[config.mk]
export PLATFORM = sky130hd
export DESIGN_NAME = button_press_timing_fsm
export DESIGN_NICKNAME = d
export VERILOG_FILES = /design/src/hdl/bptf_pkg.sv /design/src/hdl/bptf_core.sv /design/src/hdl/button_press_timing_fsm.sv
export SDC_FILE = /design/constraint.sdc
export NUM_CORES = 1
export LEC_CHECK = 0
export ABC_AREA = 1
export BUFFER_PORTS_ARGS = -buffer_cell sky130_fd_sc_hd__buf_2
export CORE_ASPECT_RATIO = 0.5
export CORE_MARGIN = 2
export CORE_UTILIZATION = 49
export CTS_BUF_LIST = sky130_fd_sc_hd__clkbuf_16
export DETAILED_ROUTE_END_ITERATION = 10
export PLACE_DENSITY = 0.67
export SLEW_MARGIN = 10
export SYNTH_ARGS = -nofsm -noshare
export SYNTH_HDL_FRONTEND = slang
export SYNTH_SLANG_ARGS = --single-unit
export TNS_END_PERCENT = 5
[constraint.sdc]
create_clock -name clk -period 4 [get_ports clk]
set_clock_uncertainty 0.1 [all_clocks]
set_input_delay 0.4 -clock clk [delete_from_list [all_inputs] [get_ports clk]]
set_output_delay 0.4 -clock clk [all_outputs]
set_load 0.02 [all_outputs]
[src/hdl/bptf_pkg.sv]
// Package with the types, register indexes and transition table of the button timer.
package bptf_pkg;

  // Width of the tick counter and of the loaded durations.
  localparam int TICK_W = 32;
  localparam int DUR_W  = 16;

  // Configuration register indexes.
  localparam logic [1:0] REG_ACTIVE_LEVEL  = 2'd0;
  localparam logic [1:0] REG_PRESS_TICKS   = 2'd1;
  localparam logic [1:0] REG_RELEASE_TICKS = 2'd2;

  // Reset value of both timing registers.
  localparam logic [DUR_W-1:0] DUR_RESET = 16'd50;

  // Button states, one-hot. The state number is the bit position.
  typedef enum logic [7:0] {
    ST_IDLE           = 8'b0000_0001,
    ST_PRESS_TIMING   = 8'b0000_0010,
    ST_SHORT_PRESS    = 8'b0000_0100,
    ST_LONG_PRESS     = 8'b0000_1000,
    ST_LONG_HOLD      = 8'b0001_0000,
    ST_RELEASE_TIMING = 8'b0010_0000,
    ST_RELEASE_WAIT   = 8'b0100_0000,
    ST_DOUBLE_PRESS   = 8'b1000_0000
  } st_t;

  // Configuration registers as seen by the core.
  typedef struct packed {
    logic             active_level;
    logic [DUR_W-1:0] press_ticks;
    logic [DUR_W-1:0] release_ticks;
  } cfg_t;

  // Transition table: next state from current state, pressed and timeout bits.
  function automatic st_t bptf_next(st_t cur, logic pressed, logic expired);
    st_t nxt;
    nxt = ST_IDLE;
    case (cur)
      ST_IDLE, ST_DOUBLE_PRESS: begin
        nxt = pressed ? ST_PRESS_TIMING : ST_IDLE;
      end
      ST_PRESS_TIMING: begin
        if (!pressed) nxt = ST_RELEASE_TIMING;
        else if (expired) nxt = ST_PRESS_TIMING;
        else nxt = ST_SHORT_PRESS;
      end
      ST_SHORT_PRESS: begin
        if (pressed) nxt = expired ? ST_LONG_PRESS : ST_SHORT_PRESS;
        else nxt = expired ? ST_RELEASE_TIMING : ST_DOUBLE_PRESS;
      end
      ST_LONG_PRESS, ST_LONG_HOLD: begin
        nxt = pressed ? ST_LONG_HOLD : ST_RELEASE_TIMING;
      end
      ST_RELEASE_TIMING: begin
        if (pressed) nxt = ST_PRESS_TIMING;
        else nxt = expired ? ST_IDLE : ST_RELEASE_WAIT;
      end
      ST_RELEASE_WAIT: begin
        if (pressed) nxt = ST_PRESS_TIMING;
        else nxt = expired ? ST_DOUBLE_PRESS : ST_RELEASE_WAIT;
      end
      default: nxt = ST_IDLE;
    endcase
    return nxt;
  endfunction

  // State number of a one-hot state.
  function automatic logic [2:0] bptf_code(st_t st);
    logic [2:0] code;
    code = 3'd0;
    case (st)
      ST_IDLE:           code = 3'd0;
      ST_PRESS_TIMING:   code = 3'd1;
      ST_SHORT_PRESS:    code = 3'd2;
      ST_LONG_PRESS:     code = 3'd3;
      ST_LONG_HOLD:      code = 3'd4;
      ST_RELEASE_TIMING: code = 3'd5;
      ST_RELEASE_WAIT:   code = 3'd6;
      ST_DOUBLE_PRESS:   code = 3'd7;
      default:           code = 3'd0;
    endcase
    return code;
  endfunction

endpackage

[src/hdl/bptf_core.sv]
// State machine and timer of the button timer: one poll evaluated per step.
module bptf_core import bptf_pkg::*; (
  input  logic              clk,
  input  logic              rst_n,
  input  logic              step,
  input  logic              pin_level,
  input  logic [TICK_W-1:0] now_tick,
  input  cfg_t              cfg,
  output logic [2:0]        button_state,
  output logic              timer_expired
);

  st_t               state_r, state_nxt, table_next;
  logic [TICK_W-1:0] start_r, start_nxt;
  logic [DUR_W-1:0]  dur_r, dur_nxt;
  logic              pressed;
  logic [TICK_W-1:0] elapsed;
  logic              expired;

  // Pressed bit, elapsed ticks (wrapping) and the timeout compare.
  always_comb begin
    pressed = (pin_level == cfg.active_level);
    elapsed = now_tick - start_r;
    expired = (elapsed >= {{(TICK_W-DUR_W){1'b0}}, dur_r});
    table_next = bptf_next(state_r, pressed, expired);
  end

  // Timer clears on timeout and restarts on entry to either timing state.
  always_comb begin
    state_nxt = state_r;
    start_nxt = start_r;
    dur_nxt   = dur_r;
    if (step) begin
      state_nxt = table_next;
      if (expired) begin
        start_nxt = '0;
        dur_nxt   = '0;
      end
      if (table_next == ST_PRESS_TIMING) begin
        start_nxt = now_tick;
        dur_nxt   = cfg.press_ticks;
      end else if (table_next == ST_RELEASE_TIMING) begin
        start_nxt = now_tick;
        dur_nxt   = cfg.release_ticks;
      end
    end
  end

  always_ff @(posedge clk) begin
    if (!rst_n) begin
      state_r <= ST_IDLE;
      start_r <= '0;
      dur_r   <= '0;
    end else begin
      state_r <= state_nxt;
      start_r <= start_nxt;
      dur_r   <= dur_nxt;
    end
  end

  assign button_state  = bptf_code(table_next);
  assign timer_expired = expired;

endmodule

[src/hdl/button_press_timing_fsm.sv]
// Top level of the button press timer: poll input stage, core and result register.
//
//   channel | ports                                   | direction
//   in      | in_valid in_ready in_pin_level in_now_tick    | poll beats in
//   out     | out_valid out_ready out_button_state out_timer_expired | result beats out
//   cfg     | cfg_valid cfg_ready cfg_index cfg_data  | register writes in
//
// One poll per cycle is sustained while results are taken; the result is registered.
// The poll register feeds the state machine, which updates as the poll moves into
// the result register; that move is the only step that touches the timer state.
// A stalled result holds the poll register; input stalls only while both are full.
// Reset is synchronous; cfg_ready is always high and writes take effect at once.
module button_press_timing_fsm import bptf_pkg::*; (
  input  logic              clk,
  input  logic              rst_n,
  input  logic              in_valid,
  output logic              in_ready,
  input  logic              in_pin_level,
  input  logic [TICK_W-1:0] in_now_tick,
  output logic              out_valid,
  input  logic              out_ready,
  output logic [2:0]        out_button_state,
  output logic              out_timer_expired,
  input  logic              cfg_valid,
  output logic              cfg_ready,
  input  logic [1:0]        cfg_index,
  input  logic [DUR_W-1:0]  cfg_data
);

  cfg_t              cfg_r;
  logic              s1_valid_r;
  logic              s1_pin_r;
  logic [TICK_W-1:0] s1_tick_r;
  logic              out_valid_r;
  logic [2:0]        out_state_r;
  logic              out_exp_r;
  logic              advance;
  logic              in_take;
  logic [2:0]        core_state;
  logic              core_exp;

  // Handshake: the poll moves on when the result register is free or drains.
  assign advance   = s1_valid_r && (!out_valid_r || out_ready);
  assign in_ready  = !s1_valid_r || advance;
  assign in_take   = in_valid && in_ready;
  assign cfg_ready = 1'b1;

  // Configuration registers; unknown indexes are ignored.
  always_ff @(posedge clk) begin
    if (!rst_n) begin
      cfg_r.active_level  <= 1'b0;
      cfg_r.press_ticks   <= DUR_RESET;
      cfg_r.release_ticks <= DUR_RESET;
    end else if (cfg_valid) begin
      case (cfg_index)
        REG_ACTIVE_LEVEL:  cfg_r.active_level  <= cfg_data[0];
        REG_PRESS_TICKS:   cfg_r.press_ticks   <= cfg_data;
        REG_RELEASE_TICKS: cfg_r.release_ticks <= cfg_data;
        default: ;
      endcase
    end
  end

  // Poll register.
  always_ff @(posedge clk) begin
    if (!rst_n) begin
      s1_valid_r <= 1'b0;
    end else if (in_take) begin
      s1_valid_r <= 1'b1;
    end else if (advance) begin
      s1_valid_r <= 1'b0;
    end
  end

  always_ff @(posedge clk) begin
    if (in_take) begin
      s1_pin_r  <= in_pin_level;
      s1_tick_r <= in_now_tick;
    end
  end

  bptf_core u_core (
    .clk           (clk),
    .rst_n         (rst_n),
    .step          (advance),
    .pin_level     (s1_pin_r),
    .now_tick      (s1_tick_r),
    .cfg           (cfg_r),
    .button_state  (core_state),
    .timer_expired (core_exp)
  );

  // Result register.
  always_ff @(posedge clk) begin
    if (!rst_n) begin
      out_valid_r <= 1'b0;
    end else if (advance) begin
      out_valid_r <= 1'b1;
    end else if (out_ready) begin
      out_valid_r <= 1'b0;
    end
  end

  always_ff @(posedge clk) begin
    if (advance) begin
      out_state_r <= core_state;
      out_exp_r   <= core_exp;
    end
  end

  assign out_valid         = out_valid_r;
  assign out_button_state  = out_state_r;
  assign out_timer_expired = out_exp_r;

endmodule

==> metrics, run 1 <==
vias in the first global route roughly 7200; GRT Total Usage 0.2546; Clock transition at path regs roughly 0.06 ns; CP most frequent cell nand2_1; synthesized flop and latch total ~130; sequential share of power 0.352; Hold Buf Count CTS 0; die area 0.01801 mm²; NumNets Final roughly 1500; Arr. time, crit path 4.22 ns; Final Critical Period 4.008 ns; total CTS buffers 17; Worst VDD drop 0.3194 mV; n_diodes 0; Die Span Y roughly 96 µm; layout filler cell count ~1500; Detailed Route WL roughly 23 mm; met2 Usage GRT 0.4250; Gate power share 0.267; CP Capture Type flop; met1 Track Usage GR 0.3347; Psw between 1000 and 1500 µW; GRT overflow 0; Root Driver clkbuf_16; sequential area share after synthesis 0.3543; Crit-path slowest cell edfxtp_1; antenna violations before repair 0; Critical Path RT roughly 4.2 ns; vias per std cell 4.865; Synth top cells by count nand2_1, nor2_1, inv_1; worst setup margin -0.008215 ns; pin count of the biggest net entering global routing slightly below 60; Die Span X around 190 µm; post-layout util 0.6217; multi-input logic area 0.004761 mm²; Int Pwr 2799 µW; endpoints failing hold 0; Yosys warnings 0; FP Rows 33; EDFF count, synth 37; Crit Path Category reg -> reg; post-DR wirelength/cell between 10 and 15 µm; Longest Clk Path Bufs 2; share of post-route cells with drive strength above 1 0.1845; crit path max fanout 8; Slew Viols, Final 0; FMAX approximately 0.25 GHz; Final setup viols 5; Max-cap violations 0; dpl ws -0.06494 ns; Synth Area per Inst roughly 6.4 µm²; failing checks negative setup slack; clk sink count between 100 and 150; largest cells by area after synthesis dfxtp_1, nand2_1, edfxtp_1; CP bufs+invs 2; Yosys cell types 41; clock power share 0.381; outcome finished with violations; CTS H-tree lvls 4; GRT Max-Usage Layer met2; Initial Utilization 0.5037; startpoint types flop; most numerous cell in the Yosys netlist nand2_1; Yosys top cell by area dfxtp_1; Crit path largest cell delay 0.45 ns; leakage between 0.005 and 0.006 µW; Post-Syn Area just over 0.008 mm²; fin crit share 1.002; delay-heaviest family, CP simple AND/OR/NAND/NOR gates; Via Count slightly below 8000; Post-DP HPWL 16.22 mm; I/O Pins 63; Synthesized Nets around 1400; Area growth syn-to-layout 23.45%; clk_lat worst skew 0.42 ns; commonest register cell after synthesis dfxtp_1; flip-flop and latch area about 0.003 mm²; post-route ant nets 0; Sw Share 0.3238; unrepaired setup endpoints after global routing true; Synth top area share 0.2201; CTS tree yes; relative slew slack 0.3359; Power Density approximately 400 mW/mm²; Min-Delay Path Class in -> reg; Async S/R FF share, synth 0; core area about 0.016 mm²; first-pass GRT wire length roughly 36 mm; met3 Track Usage GR 0.05323; starting DRC count in detailed routing 500; residual DRC count 0; IO Port Bufs approximately 60; cells after synthesis 1293; first-pass detailed-route iteration total 5; Worst Tran Pin Value about 1 ns; Final Wtd Congestion between 0.9 and 1
## per-stage QoR
stage / hold WS (ns) / cell area, µm² / total power (µW) / TNS, ns / cells
CTS: 0.03654 / 9698 / 4038 / -0.1320 / 1610
global placement: 0.3387 / 8929 / 2410 / 0 / 1575
finish: 0.05117 / 10220 / 4140 / -0.02350 / 1631
detailed placement: 0.3429 / 8929 / 2427 / -0.8208 / 1575
global route: 0.03482 / 10220 / 4362 / -10.63 / 1631
floorplan: 0.3292 / 8277 / 2142 / 0 / 1293
## flip-flops by register name, summed over array words and instances (netlist names)
register and count:
u_core.state_r 8, out_timer_expired 1, cfg_r 33, s1_pin_r 1
u_core.start_r 32, s1_valid_r 1, out_button_state 3, out_valid 1
s1_tick_r 32, u_core.dur_r 16
## power groups by stage
stage	Combinational, µW	Clock (µW)	Sequential, µW
6_report	1100	1580	1460
5_1_grt	1230	1660	1470
4_1_cts	982	1600	1460
3_5_place_dp	947	0	1480
3_3_place_gp	931	0	1480
2_1_floorplan	668	0	1470
## layer usage
metal / vias to the layer above / share of wire
li1: 4169 / -
met1: 3535 / 0.48
met2: 193 / 0.44
met3: 38 / 0.050
met4: 0 / 0.024
met5: - / 0
## area by class of cell
| type | count | share of cell area |
|---|---|---|
| tap | 227 | 0.02780 |
| timing repair buffer | 111 | 0.08095 |
| clock buffer | 18 | 0.04409 |
| sequential | 128 | 0.2870 |
| clock inverter | 14 | 0.01335 |
| inverter | 219 | 0.08082 |
| multi-input combinational | 914 | 0.4660 |
## final timing paths
check	to	slack [ns]	depth (start not counted)	from
worst max-delay path	u_core.dur_r[5]$_SDFFE_PN0P_	-0.008	28	s1_tick_r[14]$_DFFE_PP_
worst min-delay path	s1_tick_r[10]$_DFFE_PP_	0.05	1	in_now_tick[10]
worst max register to register	u_core.dur_r[5]$_SDFFE_PN0P_	-0.008	28	s1_tick_r[14]$_DFFE_PP_
worst min register to register	cfg_r[5]$_SDFFE_PN1P_	0.36	2	cfg_r[5]$_SDFFE_PN1P_
## logic make-up after synthesis
logic type | synth area share
buf+inv | 0.1214
simple gates | 0.3716
xor+xnor | 0.01693
flops | 0.3543
fa+ha+maj | 0.07347
compound gates | 0.06183
other cells | 0.0004531
## placed cells by master (no fill, tap or decap), drive strengths merged
cell      instances
nand2           443
inv             222
nor2            215
buf             108
dfxtp            91
nand3            59
a21oi            54
ha               47
edfxtp           37
o21ai            33
clkbuf           21
nand4            14
xor2             13
nor3              9
clkinv            8
nor4              4
xnor2             3
a211oi            3
and3              2
and2              2
nand3b            2
o41ai             2
o211ai            2
bufinv            2
or2               2
a21o              1
o21bai            1
a31oi             1
clkinvlp          1
fa                1
conb              1
## repair_timing
action                     4_1_cts  5_1_grt
gates resized for setup         15       90
cloned                           1        4
setup buffers                    2       17
pin swaps                        1       52
setup endpoints to repair       45       54
Power figures use the tool's default switching activity.
==> run 2, diff against run 1 <==
Settings changed: PLACE_DENSITY 0.67 to 0.7.
Clock period 4 ns to 3.4 ns, I/O delays scaled along.
==> metrics, run 2 (same netlist as run 1, synthesis figures left out) <==
outcome finished with violations; failing checks negative setup slack; Power, Total 4895 µW (+18%); unrepaired setup endpoints after global routing true; fin crit share 1.222 (+0.2199); CP Capture Type flop; Final Critical Period 4.155 ns (+0.1464 ns); Die Span Y 95.90 µm (unchanged); relative slew slack 0.5026 (+0.1667); antenna violations before repair 0 (unchanged); IO Port Bufs 61 (unchanged); n_diodes 0 (unchanged); Biggest register cfg_r; crit path max fanout 8 (unchanged); Initial Utilization 0.5037 (unchanged); Longest Clk Path Bufs 2 (unchanged); Final setup viols 59 (+54); CP most frequent cell nand2_1; Largest regs cfg_r (33), s1_tick_r (32), u_core.start_r (32); clk sink count 128 (unchanged); residual DRC count 0 (unchanged); I/O Pins 63 (unchanged); Max-cap violations 0 (unchanged); Critical Path RT 3.62 ns (-0.60 ns); Detailed Route WL 24.46 mm (+4.8%); GRT overflow 0 (unchanged); Placement Cell Area 0.009563 mm² (+7.1%); leakage 0.005777 µW (+8.4%); Setup TNS -37.12 ns (-37.10 ns); Reg2Reg Setup Slack -0.75 ns (-0.75 ns); Die Span X 187.8 µm (unchanged); post-route ant nets 0 (unchanged); GRT Total Usage 0.2685 (+0.01392); vias per std cell 4.883 (+0.36%); first-pass detailed-route iteration total 5 (unchanged); Worst Tran Pin Value 0.7408 ns (-0.2553 ns); Min-Delay Path Class in -> reg; Crit-path slowest cell edfxtp_1; Root Driver clkbuf_16; Slew Viols, Final 0 (unchanged); post-layout util 0.6724 (+0.05063); share of post-route cells with drive strength above 1 0.2096 (+0.02511); Crit Path Category reg -> reg; Finished Cell Area 0.01105 mm² (+8.1%); CTS tree yes; Post-DP HPWL 16.56 mm (+2.1%); commonest non-fill, non-tap cells in the layout nand2_1, inv_1, nor2_1, buf_4, dfxtp_1; CTS H-tree lvls 4 (unchanged); Clock transition at path regs 0.07 ns (about the same); Power Density 443.0 mW/mm² (+9.3%); Area growth syn-to-layout 33.50%; core area 0.01643 mm² (unchanged); Worst VDD drop 0.3891 mV (+22%); first-pass GRT wire length 37.76 mm (+5.6%); worst setup margin -0.7546 ns (-0.7464 ns); starting DRC count in detailed routing 565 (+13%); total CTS buffers 17 (unchanged); startpoint types flop; Crit path largest cell delay 0.45 ns (about the same); pin count of the biggest net entering global routing 38 (-36%); Arr. time, crit path 4.37 ns (+0.15 ns); placed cell count 1629 (+3.4%); endpoints failing hold 0 (unchanged); max reg flops 33 (unchanged); Final Wtd Congestion 0.9941 (+4.1%); NumNets Final 1594 (+6.6%); FP Rows 33 (unchanged); commonest non-fill, non-tap cell in the layout nand2_1; vias in the first global route 7765 (+8.0%); die area 0.01801 mm² (unchanged); Post-Layout Cell Count 1730 (+6.1%); clk_lat worst skew 0.43 ns (about the same); Via Count 8447 (+6.5%); post-DR wirelength/cell 14.14 µm (-1.2%); FMAX 0.2407 GHz (-3.5%)
## run 2: changes by cell type in the layout (fill, tap and decap cells not counted), sizes merged
cell	delta
dlygate4sd3	+30
inv	+1
clkinv	+1
bufinv	-2
clkbuf	-1
buf	+70
## run 2: per-layer routing
metal  track usage  vias up  routed length, µm
met3       0.03937       35               1174
li1              -     4369                  -
met2        0.4698      212              11400
met1        0.3487     3831              11510
met5             0        -                  0
met4       0.08333        0                380
## run 2: repair_timing
item	CTS	global route
pin swaps	15	27
cloned	3	2
gates resized for setup	21	42
hold buffers	30	0
setup buffers	16	18
setup endpoints to repair	57	59
endpoints found under the hold margin	30	0
## run 2: worst paths after layout
| check | startpoint | endpoint | depth (start not counted) |
|---|---|---|---|
| hold reg to reg | cfg_r[5]$_SDFFE_PN1P_ | cfg_r[5]$_SDFFE_PN1P_ | 2 |
| setup reg to reg | s1_tick_r[12]$_DFFE_PP_ | u_core.dur_r[3]$_SDFFE_PN0P_ | 29 |
| hold / removal | in_now_tick[4] | s1_tick_r[4]$_DFFE_PP_ | 1 |
| setup / recovery | s1_tick_r[12]$_DFFE_PP_ | u_core.dur_r[3]$_SDFFE_PN0P_ | 29 |
## run 2: critical path, delay by kind of cell, from the launching register on
| family | cells | cell delay [ns] |
|---|---|---|
| adder cells (fa/ha/maj) | 2 | 0.60 |
| XOR/XNOR | 1 | 0.24 |
| buffers and inverters | 3 | 0.39 |
| AO/OA/AOI/OAI | 3 | 0.42 |
| AND/OR/NAND/NOR | 20 | 1.85 |
| flip-flops | 1 | 0.45 |
## run 2: power by group
part | leakage [µW] | switching (µW) | internal (µW)
sequential | 0.00110 | 48.3 | 1670
combinational | 0.00439 | 842 | 645
clock | 0.000284 | 720 | 972
## run 2: layout make-up
cell class / instances / area (µm²)
fillers: 1403 / 5384
inverters: 219 / 828.3
clock inverters: 14 / 92.59
multi-input cells: 914 / 4751
repair buffers: 210 / 1710
flip-flops and latches: 128 / 2933
well taps: 227 / 284.0
clock buffers: 18 / 450.4
## run 2: through the flow
| step | worst slack (ns) | hold WS, ns |
|---|---|---|
| 6_report | -0.7546 | 0.02714 |
| 5_1_grt | -0.9256 | 0.005891 |
| 2_1_floorplan | -0.02072 | 0.3292 |
| 4_1_cts | -0.4192 | 0.002096 |
| 3_3_place_gp | -0.4368 | 0.3384 |
| 3_5_place_dp | -0.5006 | 0.3486 |
==> run 3, diff against run 2 <==
Settings changed: CORE_ASPECT_RATIO 0.5 to default, HOLD_SLACK_MARGIN from default to 0.06.
==> metrics, run 3 (same netlist as run 1, synthesis figures left out) <==
outcome finished with violations; failing checks negative setup slack; worst hold endpoint cfg_r[0]$_SDFFE_PN0P_; max reg flops 33 (unchanged); Root Driver clkbuf_16; relative slew slack 0.4441 (-0.05852); Worst Tran Pin Value 0.8339 ns (+0.09310 ns); Placement Cell Area 0.009549 mm² (-0.14%); commonest non-fill, non-tap cell in the layout nand2_1; I/O Pins 63 (unchanged); CP bufs+invs 2 (-1); GRT Total Usage 0.2671 (-0.001426); Finished Cell Area 0.01096 mm² (-0.77%); hold path startpoint cfg_data[0]; leakage 0.005732 µW (-0.79%); hold path cells 3 (+2); GRT overflow 0 (unchanged); delay-heaviest family, CP simple AND/OR/NAND/NOR gates; Detailed Route WL 24.42 mm (-0.16%); clk sink count 128 (unchanged); share of post-route cells with drive strength above 1 0.1950 (-0.01456); die area 0.01795 mm² (-0.35%); n_diodes 0 (unchanged); Largest regs cfg_r (33), s1_tick_r (32), u_core.start_r (32); Max-cap violations 0 (unchanged); pin count of the biggest net entering global routing 42 (+11%); Area growth syn-to-layout 32.47%; endpoints failing hold 0 (unchanged); fin crit share 1.141 (-0.08048); antenna violations before repair 1 (+1); unrepaired setup endpoints after global routing true; Initial Utilization 0.5009 (-0.002784); post-DR wirelength/cell 14.31 µm (+1.2%); core area 0.01652 mm² (+0.56%); met2 Usage GRT 0.4274 (-0.04240); first-pass detailed-route iteration total 8 (+3); Arr. time, crit path 4.14 ns (-0.23 ns); first-pass GRT wire length 37.83 mm (+0.18%); starting DRC count in detailed routing 780 (+38%); Final Critical Period 3.881 ns (-0.2736 ns); Crit Path Category reg -> reg; CP Capture Type flop; Die Span Y 134.0 µm (+40%); CP most frequent cell nand2_2; post-route ant nets 0 (unchanged); Final Wtd Congestion 0.9701 (-2.4%); dpl ws -0.4903 ns (+0.01030 ns); Longest Clk Path Bufs 2 (unchanged); crit path max fanout 16 (+8); FMAX 0.2577 GHz (+7.1%); Min-Delay Path Class in -> reg; post-layout util 0.6635 (-0.008865); total CTS buffers 17 (unchanged); CTS H-tree lvls 4 (unchanged); Reg2Reg Setup Slack -0.48 ns (+0.27 ns); commonest non-fill, non-tap cells in the layout nand2_1, nor2_1, inv_1, dfxtp_1, buf_4; Critical Path RT 3.66 ns (+0.04 ns); Worst VDD drop 0.3737 mV (-4.0%); Reg-to-Reg End u_core.dur_r[10]$_SDFFE_PN0P_; Crit path largest cell delay 0.46 ns (about the same); startpoint types flop; Die Span X 134.0 µm (-29%); Via Count 8573 (+1.5%); CTS tree yes; FP Rows 47 (+42%); Hold Slack 0.07164 ns (+0.04450 ns); Clock transition at path regs 0.06 ns (about the same); vias per std cell 5.022 (+2.9%); residual DRC count 0 (unchanged); Biggest register cfg_r; worst reg2reg path startpoint s1_tick_r[12]$_DFFE_PP_; Final setup viols 56 (-5.1%); path depth of the worst reg2reg path 27 (-6.9%); GRT Max-Usage Layer met2; Post-DP HPWL 16.63 mm (+0.44%); met3 Track Usage GR 0.05064 (+0.01127); met1 Track Usage GR 0.3655 (+0.01686); NumNets Final 1578 (-1.0%); placed cell count 1618 (-0.68%); IO Port Bufs 61 (unchanged); Power Density 450.3 mW/mm² (+1.6%); Post-Layout Cell Count 1707 (-1.3%); Crit-path slowest cell edfxtp_1; vias in the first global route 8067 (+3.9%); Slew Viols, Final 0 (unchanged); layout filler cell count 1389 (-1.0%); worst setup margin -0.4810 ns (+0.2736 ns); clk_lat worst skew 0.43 ns (about the same)
[run 3: cell count changes in the layout (fill, tap and decap cells not counted), moves of 3 or more]
cell / before / now
clkbuf_16: 20 / 24
nand2_1: 399 / 393
inv_1: 207 / 204
buf_4: 104 / 74
nor2_2: 10 / 6
dlygate4sd3_1: 30 / 42
nor2_1: 201 / 205
nand2_2: 36 / 41
buf_16: 3 / 0
[run 3: report_power, final]
group / switching [µW] / total [µW] / internal [µW]
Clock: 778 / 1810 / 1030
Sequential: 49.6 / 1720 / 1670
Combinational: 817 / 1410 / 596
[run 3: how the worst max path moves through the flow]
| stage | startpoint | endpoint | slack, ns | cells after the start |
|---|---|---|---|---|
| 3_5_place_dp | s1_tick_r[6]$_DFFE_PP_ | u_core.dur_r[12]$_SDFFE_PN0P_ | -0.49 | 28 |
| 6_report | s1_tick_r[12]$_DFFE_PP_ | u_core.dur_r[10]$_SDFFE_PN0P_ | -0.48 | 27 |
| 2_1_floorplan | s1_tick_r[0]$_DFFE_PP_ | u_core.start_r[7]$_SDFFE_PN0P_ | -0.02 | 31 |
| 4_1_cts | s1_tick_r[11]$_DFFE_PP_ | u_core.start_r[0]$_SDFFE_PN0P_ | -0.44 | 28 |
| 3_3_place_gp | s1_tick_r[12]$_DFFE_PP_ | u_core.dur_r[1]$_SDFFE_PN0P_ | -0.40 | 28 |
| 5_1_grt | s1_tick_r[12]$_DFFE_PP_ | u_core.dur_r[10]$_SDFFE_PN0P_ | -0.67 | 27 |
[run 3: routing by layer]
| metal | share of wire | wire [µm] |
|---|---|---|
| met1 | 0.45 | 10980 |
| met2 | 0.45 | 11080 |
| met3 | 0.075 | 1839 |
| met4 | 0.021 | 517 |
| met5 | 0 | 0 |
[run 3: cell type report]
type,instances,area (µm²),area share
Clock buffer,19,475.5,0.04336
Clock inverter,13,100.1,0.009129
Inverter,219,829.5,0.07566
Multi-Input combinational cell,914,4731,0.4315
Sequential cell,128,2933,0.2675
Tap cell,220,275.3,0.02511
Timing Repair Buffer,194,1620,0.1478
[run 3: repair_timing]
action | 4_1_cts | 5_1_grt
gates cloned | 0 | 6
endpoints found under the hold margin | 48 | 0
pin swaps | 5 | 33
endpoints found under the setup margin | 57 | 59
buffers inserted | 2 | 7
hold buffers | 42 | 0
gates resized for setup | 16 | 48
[run 3: worst reg2reg max path: stages, from the launching register on]
cell	delay, ns
edfxtp_1	0.46
ha_4	0.31
nand2_4	0.12
inv_2	0.04
nand2_2	0.05
nand2_2	0.06
a21oi_2	0.12
nand2_2	0.10
xor2_1	0.17
ha_1	0.33
a21oi_2	0.16
nor2_2	0.07
a211oi_2	0.18
nand2_1	0.09
nor2_2	0.11
nand2_1	0.06
nor2_1	0.09
nand2_1	0.06
a21oi_2	0.11
nand2_2	0.10
nand2_2	0.08
nand2_2	0.06
nand2_4	0.10
nand3_4	0.13
nand2_8	0.16
clkbuf_16	0.20
nor2_1	0.07
nor2_1	0.12
[run 3: metrics by stage]
stage | setup TNS [ns] | total power [µW]
3_3_place_gp | -19.31 | 2943
5_1_grt | -33.77 | 5190
4_1_cts | -20.48 | 4842
2_1_floorplan | -0.5732 | 2564
6_report | -22.37 | 4938
3_5_place_dp | -24.35 | 2969
